[src/ssett_pkg.sv]
// Shared constants and types for the sorted set table.
package ssett_pkg;

  localparam int DATA_W      = 32;
  localparam int MODE_W      = 2;
  localparam int TOTAL_W     = 7;
  localparam int CAPACITY_DF = 64;

  localparam logic [MODE_W-1:0] MODE_INSERT = 2'd0;
  localparam logic [MODE_W-1:0] MODE_REMOVE = 2'd1;
  localparam logic [MODE_W-1:0] MODE_QUERY  = 2'd2;

  typedef logic signed [DATA_W-1:0] elem_t;

endpackage

[src/ssett_ram.sv]
// Element store: one write port, one read port, registered read data.
module ssett_ram #(
  parameter int DEPTH = ssett_pkg::CAPACITY_DF,
  parameter int AW    = $clog2(DEPTH)
) (
  input  logic                clk,
  input  logic                re,
  input  logic [AW-1:0]       raddr,
  input  logic                we,
  input  logic [AW-1:0]       waddr,
  input  ssett_pkg::elem_t    wdata,
  output ssett_pkg::elem_t    rdata
);
  import ssett_pkg::*;

  elem_t mem [DEPTH];

  always_ff @(posedge clk) begin
    if (we) begin
      mem[waddr] <= wdata;
    end
  end

  always_ff @(posedge clk) begin
    if (re) begin
      rdata <= mem[raddr];
    end
  end

endmodule

[src/sorted_set_table_top.sv]
// Sorted set table: top level with the scan/shift sequencer.
//
//  channel   dir   handshake            payload
//  --------  ----  -------------------  ------------------------------------
//  command   in    start & !busy        mode[1:0], value[31:0] signed
//  result    out   done (1-cycle pulse) was_present, element_total[6:0],
//                                       full_refused
//
// An item scans the held entries in order, stopping early when it can. The
// one-read/one-write element RAM sets the pace: each cycle reads one entry
// and, while shifting, writes the previous one.
// Reset (rst, synchronous) empties the set; RAM contents are left as is.
// The result pulses on done for one cycle; the receiver cannot stall it.
// busy is high while an item is in work; start is ignored then.
module sorted_set_table_top #(
  parameter int CAPACITY = ssett_pkg::CAPACITY_DF
) (
  input  logic                          clk,
  input  logic                          rst,
  input  logic                          start,
  output logic                          busy,
  input  logic [ssett_pkg::MODE_W-1:0]  mode,
  input  ssett_pkg::elem_t              value,
  output logic                          done,
  output logic                          was_present,
  output logic [ssett_pkg::TOTAL_W-1:0] element_total,
  output logic                          full_refused
);
  import ssett_pkg::*;

  localparam int AW = $clog2(CAPACITY);
  localparam int CW = $clog2(CAPACITY + 1);
  localparam int XW = (CW > TOTAL_W) ? CW : TOTAL_W;
  localparam logic [CW-1:0] CAP_C = CW'(CAPACITY);

  // sequencer states
  localparam logic [1:0] S_IDLE = 2'd0;
  localparam logic [1:0] S_SCAN = 2'd1;
  localparam logic [1:0] S_TAIL = 2'd2;

  // scan phases
  localparam logic [1:0] PH_SEARCH = 2'd0;  // still looking for position
  localparam logic [1:0] PH_INS    = 2'd1;  // rippling larger entries up
  localparam logic [1:0] PH_REM    = 2'd2;  // pulling larger entries down

  logic [1:0]        state, state_next;
  logic [1:0]        phase, phase_next;
  logic [MODE_W-1:0] mode_r, mode_r_next;
  elem_t             value_r, value_r_next;
  elem_t             carry, carry_next;
  logic [CW-1:0]     idx, idx_next;
  logic [CW-1:0]     count, count_next;
  logic              done_next;
  logic              present, present_next;
  logic              refused, refused_next;

  logic              re, we;
  logic [AW-1:0]     raddr, waddr;
  elem_t             wdata, rdata;

  logic [CW-1:0]     idx_inc;
  logic              hit, above, finish;
  logic              is_ins, is_rem;
  logic [XW-1:0]     total_ext;

  ssett_ram #(
    .DEPTH (CAPACITY),
    .AW    (AW)
  ) u_ram (
    .clk   (clk),
    .re    (re),
    .raddr (raddr),
    .we    (we),
    .waddr (waddr),
    .wdata (wdata),
    .rdata (rdata)
  );

  assign idx_inc = idx + CW'(1);
  assign hit     = (rdata == value_r);
  assign above   = (rdata > value_r);
  assign is_ins  = (mode_r == MODE_INSERT);
  assign is_rem  = (mode_r == MODE_REMOVE);

  always_comb begin
    state_next   = state;
    phase_next   = phase;
    mode_r_next  = mode_r;
    value_r_next = value_r;
    carry_next   = carry;
    idx_next     = idx;
    count_next   = count;
    present_next = present;
    refused_next = refused;
    finish       = 1'b0;
    re           = 1'b0;
    raddr        = '0;
    we           = 1'b0;
    waddr        = idx[AW-1:0];
    wdata        = value_r;

    case (state)
      S_IDLE: begin
        if (start) begin
          mode_r_next  = mode;
          value_r_next = value;
          phase_next   = PH_SEARCH;
          idx_next     = '0;
          present_next = 1'b0;
          refused_next = 1'b0;
          if (count != '0) begin
            re         = 1'b1;
            state_next = S_SCAN;
          end else begin
            state_next = S_TAIL;
          end
        end
      end

      S_SCAN: begin
        // rdata holds entry idx
        case (phase)
          PH_SEARCH: begin
            if (hit) begin
              present_next = 1'b1;
              if (is_rem) begin
                phase_next = PH_REM;
              end else begin
                finish = 1'b1;
              end
            end else if (above) begin
              if (is_ins && count != CAP_C) begin
                we         = 1'b1;
                wdata      = value_r;
                carry_next = rdata;
                phase_next = PH_INS;
              end else begin
                refused_next = is_ins;
                finish       = 1'b1;
              end
            end
          end
          PH_INS: begin
            we         = 1'b1;
            wdata      = carry;
            carry_next = rdata;
          end
          PH_REM: begin
            we    = 1'b1;
            waddr = AW'(idx - CW'(1));
            wdata = rdata;
          end
          default: begin
            finish = 1'b1;
          end
        endcase
        if (!finish) begin
          idx_next = idx_inc;
          if (idx_inc < count) begin
            re    = 1'b1;
            raddr = idx_inc[AW-1:0];
          end else begin
            state_next = S_TAIL;
          end
        end
      end

      S_TAIL: begin
        // idx == count: past the last element
        finish = 1'b1;
        case (phase)
          PH_SEARCH: begin
            if (is_ins) begin
              if (count == CAP_C) begin
                refused_next = 1'b1;
              end else begin
                we         = 1'b1;
                wdata      = value_r;
                count_next = count + CW'(1);
              end
            end
          end
          PH_INS: begin
            we         = 1'b1;
            wdata      = carry;
            count_next = count + CW'(1);
          end
          PH_REM: begin
            count_next = count - CW'(1);
          end
          default: begin
          end
        endcase
      end

      default: begin
        state_next = S_IDLE;
      end
    endcase

    if (finish) begin
      state_next = S_IDLE;
    end
    done_next = finish;
  end

  always_ff @(posedge clk) begin
    if (rst) begin
      state   <= S_IDLE;
      phase   <= PH_SEARCH;
      count   <= '0;
      done    <= 1'b0;
      present <= 1'b0;
      refused <= 1'b0;
    end else begin
      state   <= state_next;
      phase   <= phase_next;
      count   <= count_next;
      done    <= done_next;
      present <= present_next;
      refused <= refused_next;
    end
  end

  // payload registers, no reset needed
  always_ff @(posedge clk) begin
    mode_r  <= mode_r_next;
    value_r <= value_r_next;
    carry   <= carry_next;
    idx     <= idx_next;
  end

  assign busy          = (state != S_IDLE);
  assign was_present   = present;
  assign full_refused  = refused;
  assign total_ext     = XW'(count);
  assign element_total = total_ext[TOTAL_W-1:0];

  // checks
  a_count_bound: assert property (@(posedge clk) disable iff (rst)
    count <= CAP_C) else $error("element count above capacity");

  a_refuse_full: assert property (@(posedge clk) disable iff (rst)
    (done && full_refused) |-> (count == CAP_C && !was_present))
    else $error("refusal without a full store");

  a_start_busy: assert property (@(posedge clk) disable iff (rst)
    (start && !busy) |=> (busy || done)) else $error("accepted item not in work");

  a_count_step: assert property (@(posedge clk) disable iff (rst)
    !done |=> (count == $past(count)) || $past(done_next))
    else $error("count changed without a result");

endmodule

[config.mk]
export PLATFORM = sky130hd
export DESIGN_NAME = sorted_set_table_top
export DESIGN_NICKNAME = d
export VERILOG_FILES = /design/src/ssett_pkg.sv /design/src/ssett_ram.sv /design/src/sorted_set_table_top.sv
export SDC_FILE = /design/constraint.sdc
export NUM_CORES = 2
export LEC_CHECK = 0
export BUFFER_PORTS_ARGS = -buffer_cell sky130_fd_sc_hd__buf_2
export CAP_MARGIN = 5
export CELL_PAD_IN_SITES_DETAIL_PLACEMENT = 0
export CELL_PAD_IN_SITES_GLOBAL_PLACEMENT = 1
export CORE_MARGIN = 1
export CORE_UTILIZATION = 59
export CTS_CLUSTER_DIAMETER = 30
export DETAILED_ROUTE_END_ITERATION = 8
export PLACE_DENSITY = 0.82
export SLEW_MARGIN = 20
export SYNTH_ARGS = -nofsm -noshare
export SYNTH_HDL_FRONTEND = slang
export SYNTH_SLANG_ARGS = --single-unit
[constraint.sdc]
create_clock -name clk -period 17.88 [get_ports clk]
set_input_delay 0.894 -clock clk [delete_from_list [all_inputs] [get_ports clk]]
set_output_delay 0.894 -clock clk [all_outputs]
set_load 0.005 [all_outputs]
Word-level counts from Yosys, hierarchy flattened
Memories as Yosys holds them, arrays and structs flattened. A register that Yosys moved wholly into a read port is not among the register bits.
Index checks and enable logic that the tools add are counted.
- add/subtract/negate cells: 4
- $mul: 0
- divide/modulo/power cells: 0
- $lt $le $gt $ge: 2
- equal/unequal tests: 27
- shift operators: 0
- mux-type cells: 64
- bitwise gates (word level): 1
- reduce and logical (&&, ||, !) cells: 20
- operator list (kind ; number):
    $pmux W32 S2 ; 3
    $mux W32 ; 4
    $eq A32 B32 Y1 ; 1
    $gt A32 B32 Y1 ; 1
    $ne A2 B2 Y1 const B ; 16
    $mux W6 ; 5
    $mux W7 ; 4
    $mux W1 ; 26
    $pmux W7 S3 ; 1
    $mux W2 ; 10
    $add A7 B1 Y7 const B ; 2
    $pmux W1 S2 ; 7
    $pmux W7 S2 ; 1
    $reduce_and A4 Y1 ; 3
    $ne A3 B3 Y1 const B ; 3
    $reduce_and A9 Y1 ; 1
    $eq A7 B7 Y1 const B ; 1
    $lt A7 B7 Y1 ; 1
    $ne A7 B7 Y1 const B ; 1
    $reduce_bool A7 Y1 ; 1
    $sub A7 B1 Y7 const B ; 1
    $eq A2 B1 Y1 const B ; 3
    $logic_not A2 Y1 ; 3
    $pmux W2 S3 ; 1
    13 further kinds ; 18
- bits in registers: 87
- latch bits: 0
- memory bits (writable): 2048
- ROM bits: 0
- bits of input ports: 37
- output and inout port bits: 11
- logic and storage cells: 129
- memories: 1
- memories (name ; depth ; bits a word ; rd ports ; clocked after Yosys merged registers in ; wr ports ; RTL line ; source):
    u_ram.mem ; 64 ; 32 ; 1 ; 1 ; 1 ; ssett_ram.sv:16 ; elem_t mem [DEPTH];

Longest topological paths before layout
- depth in word-level cells: 9
- depth in mapped cells: 20
- gate-level depth less buffers: 15

Cells and area by module
A second synthesis with hierarchy kept.
- cell total of the unflattened synthesis: 3991
- area, all modules: 84596.1 um^2
- by module, submodules not included (module ; instances ; cells each ; area an instance (um^2) ; sequential area each (um^2)):
    ssett_ram ; 1 ; 3362 ; 78778.1 ; 62459.9
    sorted_set_table_top ; 1 ; 629 ; 5818.1 ; 2472.4

Worst setup path before layout
No wires, ideal clock.
- path kind: reg-to-reg
- start: register idx[0]
- end: memory u_ram.mem[1][0] (netlist bit) (enable)
- setup time: 461 ps
- data arrival time: 5714 ps
- required time: 17419 ps
- path slack: 11705 ps
- cell stages (with the launch flop): 15
- buffers on the path: 8
- clock period less this slack: 6175 ps
- path through: edfxtp_1 > buf_2 > inv_1 > clkbuf_1 > clkbuf_1 > clkbuf_1 > ha_1 > clkbuf_1 > clkbuf_1 > clkbuf_1 > clkbuf_1 > nand4_1 > mux2i_1 > nand2_1 > nor3_1
- word-level cells in the longest chain between the ends: 3
- ends and longest elaborated chain (what ; RTL line ; source):
    from (decl) ; sorted_set_table_top.sv:51 ; logic [CW-1:0] idx, idx_next;
    from (signal assigned) ; sorted_set_table_top.sv:230 ; idx <= idx_next;
    $sub A6 B1 Y6 ; sorted_set_table_top.sv:150 ; waddr = AW'(idx - CW'(1));
    $mux W6 ; sorted_set_table_top.sv:122 ; case (phase)
    $mux W6 (*) ; sorted_set_table_top.sv:102 ; case (state)
    to (decl) ; ssett_ram.sv:16 ;
Mark *: on every way between the ends. The rest lies on a longest branch, timed or not.

Worst setup path after layout
- start: register idx[0]
- end: register u_ram.rdata[21] (read register of u_ram.mem), data pin
- word-level cells in the longest chain between the ends: 5
- elaborated cells on any way between the ends: 8
- classes of those cells: 1 x add/sub; 1 x order compare; 6 x mux
- ends and longest elaborated chain (what ; RTL line ; source):
    $add A7 B1 Y7 (*) ; sorted_set_table_top.sv:79 ; assign idx_inc = idx + CW'(1);
    named net idx_inc[4] ; sorted_set_table_top.sv:61 ; logic [CW-1:0] idx_inc;
    $lt A7 B7 Y1 ; sorted_set_table_top.sv:159 ; if (idx_inc < count) begin
    $mux W1 / $mux W6 (equally long branches) ; sorted_set_table_top.sv:159 ;
    $mux W1 / $mux W6 (equally long branches) ; sorted_set_table_top.sv:157 ; if (!finish) begin
    $pmux W1 S2 / $mux W6 (equally long branches) ; sorted_set_table_top.sv:102 ;
    to (decl) ; ssett_ram.sv:12 ; output ssett_pkg::elem_t rdata
The timed path passes the listed nets; every way through them passes the cells marked *.
A chain may end at the register's enable or synchronous reset.

==> summary by stage <==
STA
Setup repair after global routing left no endpoint under its margin. The final clock period utilization by the worst path is 0.428. The max-slew headroom at the worst pin is 0.111.

The max-slew violation count is 0. The count of final setup violators is 0. The pin slew with the least headroom to its limit is 1.33 ns. For the finished layout, the period the worst path requires is 7.65 ns. The final hold violation count is 0.

The worst setup skew after layout is 0.0784 ns. Timing would allow up to 131 MHz. Adding up every negative setup slack in the final design gives 0 ns.

CTS
The number of buffers between clock root and the deepest sink is 4. TritonCTS built the clock tree. CTS built an H-tree with a depth of 5. The total CTS buffers is 412. After clock tree synthesis, the clock-pin slew on the worst setup and hold paths is 0.05 ns.

At the later pin of the worst-skew pair, clock insertion delay measures 0.96 ns. In this run, post-CTS repair resized a total of 0 instances. Once the clock tree was built, the setup fixing pass inserted 0 buffers. The CTS sink count is 2,167. The count of hold buffers inserted by post-cts repair is 0.

The root buffer cell is sky130_fd_sc_hd__clkbuf_16.

Cells and area
The top cell types in the final layout, fill and taps aside, are 2,153 x sky130_fd_sc_hd__edfxtp_1, 570 x sky130_fd_sc_hd__mux2i_1, 416 x sky130_fd_sc_hd__clkbuf_16, 338 x sky130_fd_sc_hd__nand2_1, 206 x sky130_fd_sc_hd__nor2_1. Of the cells placed in the final design, the portion with a size suffix greater than 1 is 0.177. The net count of the finished layout is 5,808. The relative area change from synthesis to final layout is 19.3%. The number of fillers in the final layout is 8,914. The most frequent standard cell in the layout excluding fill and tap cells is sky130_fd_sc_hd__edfxtp_1.

Route
The detailed-route wire length per cell is about 34 um. The post-route DRC violation count is 0. After detailed routing, the total wire length is 270 mm. For this block, the initial DRC count from the detailed router was 8,033. After detailed routing, the number of vias per cell comes to 6.93. The detailed-route via count is between 50,000 and 60,000. The detail route stage leaves a number of antenna-violating nets equal to 0. The first TritonRoute pass finished after 9 iterations.

Die
The area inside the core boundary is 146,000 um2. The initial utilization of the core area, before any placement, comes to 0.596. The total die area is 149,000 um2. The width of the chip is 386 um. In this run the vertical extent of the chip is 386 um. The placement row count is 140. 48 I/O pins were placed.

Synthesis
Of the total synthesized cell area, the portion taken by AND, OR, NAND and NOR gates is 0.0488. The combinational family with the most area after synthesis is compound AO/OA/AOI/OAI gates. The dominant synthesized flop cell is sky130_fd_sc_hd__edfxtp_1.

The fraction of the yosys area taken by sequential cells is 0.747. In the synthesized netlist, the number of instances is 5,458. After synthesis, the share of cell area in mux cells is 0.0734. The number of warning messages in the yosys log is 0. In this run, synthesis inferred 2,153 flip-flops with an integrated enable.

The number of synthesized register bits is 2,167. The number of nets handed over by synthesis was around 5,600. The synthesized-area fraction occupied by xor and xnor cells is 0.00171.

Each instance of the synthesized netlist takes up on average 15.9 um2. The netlist uses 75 different library cells. After synthesis, the share of flip-flops with an asynchronous set or reset is 0. The share of the synthesized area in compound gates (AO/OA/AOI/OAI) is 0.100. Of the total synthesized cell area, the portion taken by full adders, half adders and majority gates is 0.00800. Summing every instance area after synthesis gives 87,000 um2.

Setup path
The setup path with the least slack is of type reg2reg. Broken down by cell family, the worst path's largest delay share belongs to simple AND/OR/NAND/NOR gates. The critical path goes through buf_4, ha_1, nand3_1, xor2_1, inv_1, ha_1, a21o_1, a211oi_1, o21a_1, buf_4, nand2_1, nand3_4, nand2b_1, buf_4, o22a_1, o221ai_1, a222oi_1, a211oi_1. The largest single stage delay on the critical path is between 0.8 and 0.9 ns. The sum of buffers and inverters on the critical path is 4. The most frequent cell on the critical path is sky130_fd_sc_hd__buf_4. The sort of element at the end of the critical path is a register. For the worst setup path, the data required time is 18.49 ns. STA classifies the critical path startpoint as a register. The largest fanout on the critical path is 36.

The critical-path cell with the highest stage delay is sky130_fd_sc_hd__nand2b_1. The worst-case reg-to-reg path depth is 18. The endpoint identified for the worst register-to-register timing path is u_ram.rdata[21].

Setup slack on the worst reg-to-reg path comes out at 10.23 ns. The data arrival time of the critical path is 8.26 ns. The worst register-to-register path begins at idx[0].

Global route
The initial antenna violation count is 13. The first global-routing pass estimated 380 mm of wire. The leftover overflow at the end of global routing is 0. The largest net degree at the start of global routing is 141. The fraction of met1 tracks used by global routing is 0.491. The met3 usage is 0.0982. The global routing usage on met2 is 0.532. The via count of the first global-routing pass is 53,400. For this run, the total global-route usage over all layers was measured as 0.361. The busiest layer in global routing is met2.

Pwr
The highest ir drop seen on vdd is 0.119 mV. For this design the static power due to leakage is 35.1 nW. Summing internal, switching and leakage power gives 16.1 mW. In this run the power density over the cells is 155 nW/um2.

Placement
At the end of routability-driven placement, the weighted congestion stood at 0.933. The number of buffers added on ports is 47. After legalization and detailed placement, the total HPWL measured between 100 and 150 mm.

Job
The max-capacitance violation count is 0.

Worst hold path
The path category of the worst min-delay check is in2reg. The sink of the worst hold path is value_r[3]. The startpoint of the tightest hold check path is value[3].

The number of cells traversed by the worst hold path is 1.

Run status
The run finished with clean final reports.
==> power breakdown <==
group / internal [mW] / leakage [nW] / switching [mW]
combinational: 0.440 / 8.94 / 1.76
clock: 5.01 / 6.55 / 2.56
sequential: 6.30 / 19.6 / 0.0398
==> worst reg2reg max path, delay by kind of cell (launching register included) <==
| kind | cells | cell delay [ns] |
|---|---|---|
| and+or+nand+nor | 4 | 2.22 |
| buffers and inverters | 4 | 1.61 |
| AOI/OAI and AO/OA | 7 | 2.08 |
| DFF | 1 | 0.41 |
| xor gates and xnor gates | 1 | 0.46 |
| adders and majority gates | 2 | 0.58 |
==> how the worst max path moves through the flow <==
stage,from,endpoint,slack (ns),cells after the start
3_5_place_dp,idx[0],u_ram.rdata[21],10.63,18
2_1_floorplan,idx[0],u_ram.mem[1][0],11.71,14
3_3_place_gp,idx[0],u_ram.rdata[9],10.68,17
6_report,idx[0],u_ram.rdata[21],10.23,18
5_1_grt,idx[0],u_ram.rdata[21],10.23,18
4_1_cts,idx[0],u_ram.rdata[21],10.63,18
==> synthesized netlist by cell type, drive strengths merged, types with 12 or more instances <==
cell type | number | share of area
edfxtp | 2153 | 0.74
mux2i | 570 | 0.066
nand2 | 343 | 0.015
clkbuf | 244 | 0.011
nor2 | 243 | 0.011
a21oi | 176 | 0.010
o221ai | 159 | 0.016
o22ai | 145 | 0.010
o21ai | 139 | 0.0080
buf | 131 | 0.0074
a211oi | 114 | 0.0098
nand3 | 99 | 0.0059
nor2b | 82 | 0.0059
inv | 76 | 0.0033
a32oi | 61 | 0.0061
ha | 54 | 0.0078
mux2 | 54 | 0.0070
nor3 | 50 | 0.0030
a31oi | 44 | 0.0032
a221oi | 42 | 0.0042
a22o | 42 | 0.0042
o211ai | 39 | 0.0034
o31ai | 34 | 0.0029
a311oi | 33 | 0.0033
a2bb2oi | 30 | 0.0030
o31a | 26 | 0.0026
nand4 | 25 | 0.0018
a21o | 21 | 0.0018
a22oi | 21 | 0.0018
o22a | 20 | 0.0020
and3 | 18 | 0.0013
nor4 | 17 | 0.0014
o2111ai | 16 | 0.0016
dfxtp | 14 | 0.0032
a2111oi | 12 | 0.0014
==> final cells by class <==
type / instances / area, um2 / share of cell area
antenna: 4 / 10.0 / 0.0000964
sequential: 2167 / 64900 / 0.626
inverter: 77 / 294 / 0.00283
clock inverter: 292 / 3150 / 0.0304
tap: 1917 / 2400 / 0.0231
clock buffer: 451 / 10500 / 0.102
timing repair buffer: 219 / 1590 / 0.0153
multi-input combinational: 2839 / 20900 / 0.201
==> routing by layer <==
| layer | vias to the layer above | share of wire |
|---|---|---|
| met5 | - | 0.000074 |
| met4 | 4 | 0.059 |
| met3 | 738 | 0.14 |
| met2 | 4210 | 0.44 |
| met1 | 27700 | 0.36 |
| li1 | 22500 | - |
==> state kept, by name, indices dropped and copies added (netlist names) <==
| register | cells |
|---|---|
| done | 1 |
| state | 2 |
| carry | 32 |
| full_refused | 1 |
| value_r | 32 |
| idx | 7 |
| phase | 2 |
| u_ram.rdata | 32 |
| element_total | 7 |
| was_present | 1 |
| u_ram.mem | 2048 |
| mode_r | 2 |
==> metrics by stage <==
stage	area, um2	utilization	std cells	hold WS [ns]	setup slack (ns)
floorplan	87000	-	5458	0.450	11.71
global placement	90000	0.617	7216	0.468	10.68
detailed placement	90100	0.617	7219	0.480	10.63
CTS	104000	0.711	7962	0.131	10.63
global route	104000	0.711	7963	0.148	10.23
finish	104000	0.711	7966	0.172	10.23
==> cell families (layout without fill, tap and decap cells) <==
kind of cell    count (synthesis)  count (layout)
other cells                     0               4
buf+inv                       452            1039
xor+xnor                       17              17
simple gates                  926             926
compound gates               1214            1214
mux                           627             627
fa+ha+maj                      55              55
flops                        2167            2167
No activity file was read; power rests on OpenSTA's default activity.
